[src/sv/sat_pkg.sv]
// ----------------------------------------------------------------------------
// sat_pkg
// Shared types and codes for the station association table.
// ----------------------------------------------------------------------------
package sat_pkg;

  localparam int MacW   = 48;
  localparam int ReqW   = 2;
  localparam int StatW  = 2;
  localparam int CountW = 6;
  localparam int AidW   = 16;

  // request codes
  localparam logic [ReqW-1:0] REQ_ADD    = 2'd0;
  localparam logic [ReqW-1:0] REQ_AUTH   = 2'd1;
  localparam logic [ReqW-1:0] REQ_REMOVE = 2'd2;

  // status codes
  localparam logic [StatW-1:0] ST_OK        = 2'd0;
  localparam logic [StatW-1:0] ST_FULL      = 2'd1;
  localparam logic [StatW-1:0] ST_NOT_FOUND = 2'd2;

  localparam logic [AidW-1:0] AID_RESET = 16'd1;

  typedef struct packed {
    logic [ReqW-1:0] req_type;
    logic [MacW-1:0] mac_address;
  } sat_req_t;

  typedef struct packed {
    logic [StatW-1:0]  status;
    logic [CountW-1:0] station_count;
  } sat_rsp_t;

  typedef enum logic [0:0] {
    S_IDLE,
    S_EXEC
  } sat_state_t;

  // controller to datapath
  typedef struct packed {
    logic capture;
    logic execute;
  } sat_cmd_t;

  // datapath to controller
  typedef struct packed {
    logic out_hold;
  } sat_stat_t;

endpackage

[src/sv/sat_ctrl.sv]
// ----------------------------------------------------------------------------
// sat_ctrl
// Request sequencer: accept a word, then run the lookup and update.
// ----------------------------------------------------------------------------
module sat_ctrl
  import sat_pkg::*;
(
  input  logic      clk,
  input  logic      rst,
  input  logic      in_valid,
  output logic      in_ready,
  input  sat_stat_t stat,
  output sat_cmd_t  cmd
);

  sat_state_t state;
  sat_state_t state_next;

  always_ff @(posedge clk) begin
    if (rst) begin
      state <= S_IDLE;
    end else begin
      state <= state_next;
    end
  end

  always_comb begin
    state_next = state;
    unique case (state)
      S_IDLE: begin
        if (in_valid) state_next = S_EXEC;
      end
      S_EXEC: begin
        if (!stat.out_hold) state_next = S_IDLE;
      end
      default: state_next = S_IDLE;
    endcase
  end

  always_comb begin
    in_ready    = 1'b0;
    cmd.capture = 1'b0;
    cmd.execute = 1'b0;
    unique case (state)
      S_IDLE: begin
        in_ready    = 1'b1;
        cmd.capture = in_valid;
      end
      S_EXEC: begin
        // wait while the previous result is still unread
        cmd.execute = !stat.out_hold;
      end
      default: ;
    endcase
  end

endmodule

[src/sv/sat_datapath.sv]
// ----------------------------------------------------------------------------
// sat_datapath
// Entry table with parallel MAC compare, free-slot pick and result register.
// ----------------------------------------------------------------------------
module sat_datapath
  import sat_pkg::*;
#(
  parameter int TABLE_DEPTH = 32
) (
  input  logic      clk,
  input  logic      rst,
  input  sat_req_t  in_data,
  input  sat_cmd_t  cmd,
  output sat_stat_t stat,
  output logic      out_valid,
  input  logic      out_ready,
  output sat_rsp_t  out_data
);

  localparam int CntW = $clog2(TABLE_DEPTH + 1);

  // captured request
  logic [ReqW-1:0] req;
  logic [MacW-1:0] mac;

  // table
  logic [TABLE_DEPTH-1:0] entry_valid;
  logic [TABLE_DEPTH-1:0] entry_authorized;
  logic [MacW-1:0]        entry_mac      [TABLE_DEPTH];
  logic [AidW-1:0]        entry_assoc_id [TABLE_DEPTH];
  logic [AidW-1:0]        next_assoc_id;
  logic [CntW-1:0]        valid_count;

  logic [TABLE_DEPTH-1:0] match;
  logic [TABLE_DEPTH-1:0] free_vec;
  logic [TABLE_DEPTH-1:0] free_oh;
  logic                   hit;
  logic                   full;
  logic                   do_add;
  logic                   do_auth;
  logic                   do_remove;
  logic [StatW-1:0]       status_next;
  logic [CntW-1:0]        count_next;
  logic [CntW+CountW-1:0] count_ext;

  always_ff @(posedge clk) begin
    if (cmd.capture) begin
      req <= in_data.req_type;
      mac <= in_data.mac_address;
    end
  end

  // valid MACs are unique, so match is at most one-hot
  always_comb begin
    for (int i = 0; i < TABLE_DEPTH; i++) begin
      match[i] = entry_valid[i] && (entry_mac[i] == mac);
    end
  end

  assign free_vec = ~entry_valid;
  assign free_oh  = free_vec & (~free_vec + {{(TABLE_DEPTH-1){1'b0}}, 1'b1});
  assign hit      = |match;
  assign full     = ~|free_vec;

  always_comb begin
    do_add      = 1'b0;
    do_auth     = 1'b0;
    do_remove   = 1'b0;
    status_next = ST_OK;
    count_next  = valid_count;
    case (req)
      REQ_ADD: begin
        if (!hit) begin
          if (full) begin
            status_next = ST_FULL;
          end else begin
            do_add     = 1'b1;
            count_next = valid_count + {{(CntW-1){1'b0}}, 1'b1};
          end
        end
      end
      REQ_AUTH: begin
        if (hit) do_auth = 1'b1;
        else     status_next = ST_NOT_FOUND;
      end
      REQ_REMOVE: begin
        if (hit) begin
          do_remove  = 1'b1;
          count_next = valid_count - {{(CntW-1){1'b0}}, 1'b1};
        end else begin
          status_next = ST_NOT_FOUND;
        end
      end
      default: ;
    endcase
  end

  always_ff @(posedge clk) begin
    if (rst) begin
      entry_valid      <= '0;
      entry_authorized <= '0;
      next_assoc_id    <= AID_RESET;
      valid_count      <= '0;
    end else if (cmd.execute) begin
      for (int i = 0; i < TABLE_DEPTH; i++) begin
        if (do_add && free_oh[i]) begin
          entry_valid[i]      <= 1'b1;
          entry_authorized[i] <= 1'b0;
        end
        if (do_auth && match[i]) entry_authorized[i] <= 1'b1;
        if (do_remove && match[i]) entry_valid[i] <= 1'b0;
      end
      if (do_add) next_assoc_id <= next_assoc_id + AidW'(1);
      valid_count <= count_next;
    end
  end

  // payload of new entries, no reset
  always_ff @(posedge clk) begin
    for (int i = 0; i < TABLE_DEPTH; i++) begin
      if (cmd.execute && do_add && free_oh[i]) begin
        entry_mac[i]      <= mac;
        entry_assoc_id[i] <= next_assoc_id;
      end
    end
  end

  // result register
  assign count_ext = {{CountW{1'b0}}, count_next};

  always_ff @(posedge clk) begin
    if (rst) begin
      out_valid <= 1'b0;
    end else if (cmd.execute) begin
      out_valid <= 1'b1;
    end else if (out_ready) begin
      out_valid <= 1'b0;
    end
  end

  always_ff @(posedge clk) begin
    if (cmd.execute) begin
      out_data.status        <= status_next;
      out_data.station_count <= count_ext[CountW-1:0];
    end
  end

  assign stat.out_hold = out_valid && !out_ready;

endmodule

[src/sv/station_association_table_core.sv]
// ----------------------------------------------------------------------------
// station_association_table_core
// An accepted request is captured, then executed into the result register once
// the previous result is read; no new request is taken until it has executed.
// The lookup compares all entries at once; the update lands in the same cycle.
// Reset (rst, sync, high): clears all valid and authorized marks, count to 0,
// id counter to 1. MAC and id storage keep their contents until written.
// ----------------------------------------------------------------------------
module station_association_table_core
  import sat_pkg::*;
#(
  parameter int TABLE_DEPTH = 32
) (
  input  logic     clk,
  input  logic     rst,
  // request word
  input  logic     in_valid,
  output logic     in_ready,
  input  sat_req_t in_data,
  // result word
  output logic     out_valid,
  input  logic     out_ready,
  output sat_rsp_t out_data
);

  sat_cmd_t  cmd;
  sat_stat_t stat;

  // Controller: idle state takes a request word into the capture register;
  // execute state commits the table update and loads the result register,
  // holding off only while the previous result word is still unread.
  sat_ctrl u_ctrl (
    .clk      (clk),
    .rst      (rst),
    .in_valid (in_valid),
    .in_ready (in_ready),
    .stat     (stat),
    .cmd      (cmd)
  );

  // Datapath: CAM row of TABLE_DEPTH entries. Hit vector is one-hot at most
  // (adds never duplicate a MAC); the free slot is the lowest clear valid bit,
  // isolated with a two's-complement trick, so no encoder is needed.
  sat_datapath #(
    .TABLE_DEPTH (TABLE_DEPTH)
  ) u_datapath (
    .clk       (clk),
    .rst       (rst),
    .in_data   (in_data),
    .cmd       (cmd),
    .stat      (stat),
    .out_valid (out_valid),
    .out_ready (out_ready),
    .out_data  (out_data)
  );

endmodule

[config.mk]
export PLATFORM = sky130hd
export DESIGN_NAME = station_association_table_core
export DESIGN_NICKNAME = d
export VERILOG_FILES = /design/src/sv/sat_pkg.sv /design/src/sv/sat_ctrl.sv /design/src/sv/sat_datapath.sv /design/src/sv/station_association_table_core.sv
export SDC_FILE = /design/constraint.sdc
export NUM_CORES = 2
export LEC_CHECK = 0
export BUFFER_PORTS_ARGS = -buffer_cell sky130_fd_sc_hd__buf_4
export CAP_MARGIN = 30
export CORE_MARGIN = 5
export CORE_UTILIZATION = 45
export DETAILED_ROUTE_END_ITERATION = 8
export GPL_TIMING_DRIVEN = 0
export SLEW_MARGIN = 10
export SYNTH_ARGS = -nofsm -noshare
export SYNTH_HDL_FRONTEND = slang
export SYNTH_SLANG_ARGS = --single-unit
[constraint.sdc]
create_clock -name clk -period 8.4 [get_ports clk]
set_input_delay 1.68 -clock clk [delete_from_list [all_inputs] [get_ports clk]]
set_output_delay 1.68 -clock clk [all_outputs]
set_load 0.005 [all_outputs]
==> reports/qor.yml <==
nets: 4821
ys_top_cells_by_area: "edfxtp_1 69%, xnor2_1 10%, xor2_1 8.2%, nand4_1 2.1%, nor4_1 1.8%"
hpwl_um: 178000
wl_per_cell_um: 37.2
synth_common_cells: "1594 x edfxtp_1, 824 x xnor2_1, 649 x xor2_1, 232 x nand4_1, 204 x nor4_1"
cts_tree: "done"
yosys.area.top_type: "edfxtp_1"
area_growth_pct: 19.1
synthesis.area_mm2: 0.0692
seq_area_frac_synth: 0.703
finalHoldViolCount: 0
die_h_um: 402
grt_max_degree: 38
period_needed_ns: 7.43
clk_latency_ns: 0.83
status: "complete, no violations"
worstHoldPathType: "flop to flop"
dieWidth_um: 402
h-tree-depth: 4
grt_antenna_before_repair: 29
ys_ff_latch: 1634
worst_setup_path_start_kind: "flop"
grt_pass1_wl_um: 342000
nFillCells: 12326
ys.flop_type: "edfxtp_1"
grt_pass1_vias: 39537
yosysMostFrequentCell: "edfxtp_1"
slew_headroom: 0.314
dp_cells: 6633
avgViaCountPerCell: 6.04
gp_congestion: 0.938
io_pins: 64
drive_gt1_frac: 0.165
end_kind: "flop"
synth_cell_types: 71
remaining_drc_errors: 0
critical_path_arrival_ns: 7.95
worst_pin_slew_ns: 1.02
timing_worst_setup_path_type: "flop to flop"
total_power_mw: 17.9
dr.pass1.iters: 6
postRouteAntennaNets: 0
dieArea_mm2: 0.162
p_leak_nw: 26.6
cts-root-buf: "clkbuf_16"
post-cts-setup-buffers: 0
async_reset_ff_frac: 0
grt-ovfl-total: 0
setup_viol: 0
synth_top_area_frac: 0.691
track_usage: 0.313
synth_edf_count: 1594
path_max_fanout: 12
maxCapViolCount: 0
numClockSinks: 1634
instances_no_fill: 6948
rsz0062_at_grt: "false"
coreArea_mm2: 0.154
start_util: 0.451
cts_buffers: 171
path_clk_slew_ns: 0.06
synthCells: 4241
rows: 144
finalCritPeriodShare: 0.885
cp.required_ns: 8.91
post_cts_resized: 0
finClkSkew_ns: 0.0356
routed_wirelength_um: 258000
via_count: 41939
syn-num-nets: 4300
peakVddDrop_mv: 0.209
p_per_area_mw_per_mm2: 217
clk_path_buf_depth: 3
portBuffers: 63
ys_warn_count: 0
first_iter_violations: 6926
slew_viol_final: 0
clock.fmax_mhz: 135
synth_area_per_cell_um2: 16.3
cts_hold_buf: 0
final timing paths:
| kind | start | endpoint | slack [ns] | cells past startpoint |
|---|---|---|---|---|
| worst max-delay path | u_datapath.mac[32] | u_datapath.entry_mac[5][132] | 0.97 | 21 |
| worst min-delay path | u_datapath.out_valid | u_datapath.out_valid | 0.51 | 2 |
| worst max register to register | u_datapath.mac[32] | u_datapath.entry_mac[5][132] | 0.97 | 21 |
| worst min register to register | u_datapath.out_valid | u_datapath.out_valid | 0.51 | 2 |
layout by cell type, fill, tap and decap left out, types with 17 or more instances in the layout:
cell type,count
edfxtp_1,1594
xnor2_1,824
xor2_1,649
nand4_1,232
nor4_1,204
buf_4,187
clkbuf_16,174
buf_6,128
buf_16,88
buf_8,86
nor3_1,73
inv_1,60
clkbuf_1,56
nand3_1,51
clkinv_1,47
nand2_1,41
dfxtp_1,40
buf_2,27
buf_12,24
nand2b_1,19
a31oi_1,17
clkinv_2,17
sequential cells by signal, indices dropped and copies added (netlist names):
| register | flops |
|---|---|
| u_datapath.entry_valid | 32 |
| u_datapath.valid_count | 6 |
| u_datapath.mac | 48 |
| u_datapath.out_valid | 1 |
| u_ctrl.state | 1 |
| u_datapath.entry_mac | 1536 |
| u_datapath.out_data | 8 |
| u_datapath.req | 2 |
where the power goes:
part	total [mW]	internal (mW)	switching (mW)
logic	1.60	0.550	1.05
registers	9.05	8.99	0.0669
clock network	7.23	4.02	3.21
total	17.9	13.6	4.33
kinds of logic (layout without fill, tap and decap cells):
family,Yosys count,after routing,synth area share
DFF,1634,1634,0.703
buffers and inverters,269,922,0.0322
and+or+nand+nor,722,722,0.0621
xor gates and xnor gates,1473,1473,0.186
muxes,10,10,0.00170
adders and majority gates,5,5,0.000903
other,0,10,0
AOI/OAI and AO/OA,128,128,0.0140
final cells by class:
cell class              count  area, um^2  share of cell area
flip-flops and latches   1634       48700               0.590
clock buffers             219        4520              0.0548
diodes                     10        25.0            0.000303
well taps                2044        2560              0.0310
plain buffers             207        2000              0.0242
repair buffers            348        5240              0.0635
multi-input cells        2338       18600               0.225
clock inverters            86         674             0.00818
inverters                  62         233             0.00282
metal layers:
layer | vias to the layer above | global-route usage | share of wire
li1 | 16762 | - | -
met1 | 21664 | 0.429 | 0.38
met2 | 2966 | 0.492 | 0.46
met3 | 545 | 0.0616 | 0.11
met4 | 2 | 0.131 | 0.049
met5 | - | 0 | 0.000027
critical path, cell delays in order (launching register included):
cell      delay (ns)
edfxtp_1        1.00
buf_16          0.24
buf_2           0.32
buf_6           0.35
buf_6           0.34
xnor2_1         0.13
nand4_1         0.19
nor4_1          0.10
buf_2           0.17
nand4_1         0.36
nand4_1         0.19
nor4b_2         0.50
nand4b_4        0.31
nor3_4          0.67
buf_6           0.25
nand2_4         0.16
nor3_2          0.68
buf_4           0.33
buf_4           0.20
buf_6           0.17
buf_6           0.16
buf_4           0.22
through the flow:
stage                util  setup slack (ns)  area [um^2]  setup TNS [ns]  hold slack (ns)
floorplan               -              1.27        69300               0            0.465
global placement    0.471             -5.27        72300        -5119.35            0.498
detailed placement  0.503              1.16        77200               0            0.506
CTS                 0.537              1.16        82400               0            0.515
global route        0.537              1.04        82400               0            0.553
finish              0.537             0.966        82500               0            0.507
(Power assumes the default switching activity.)
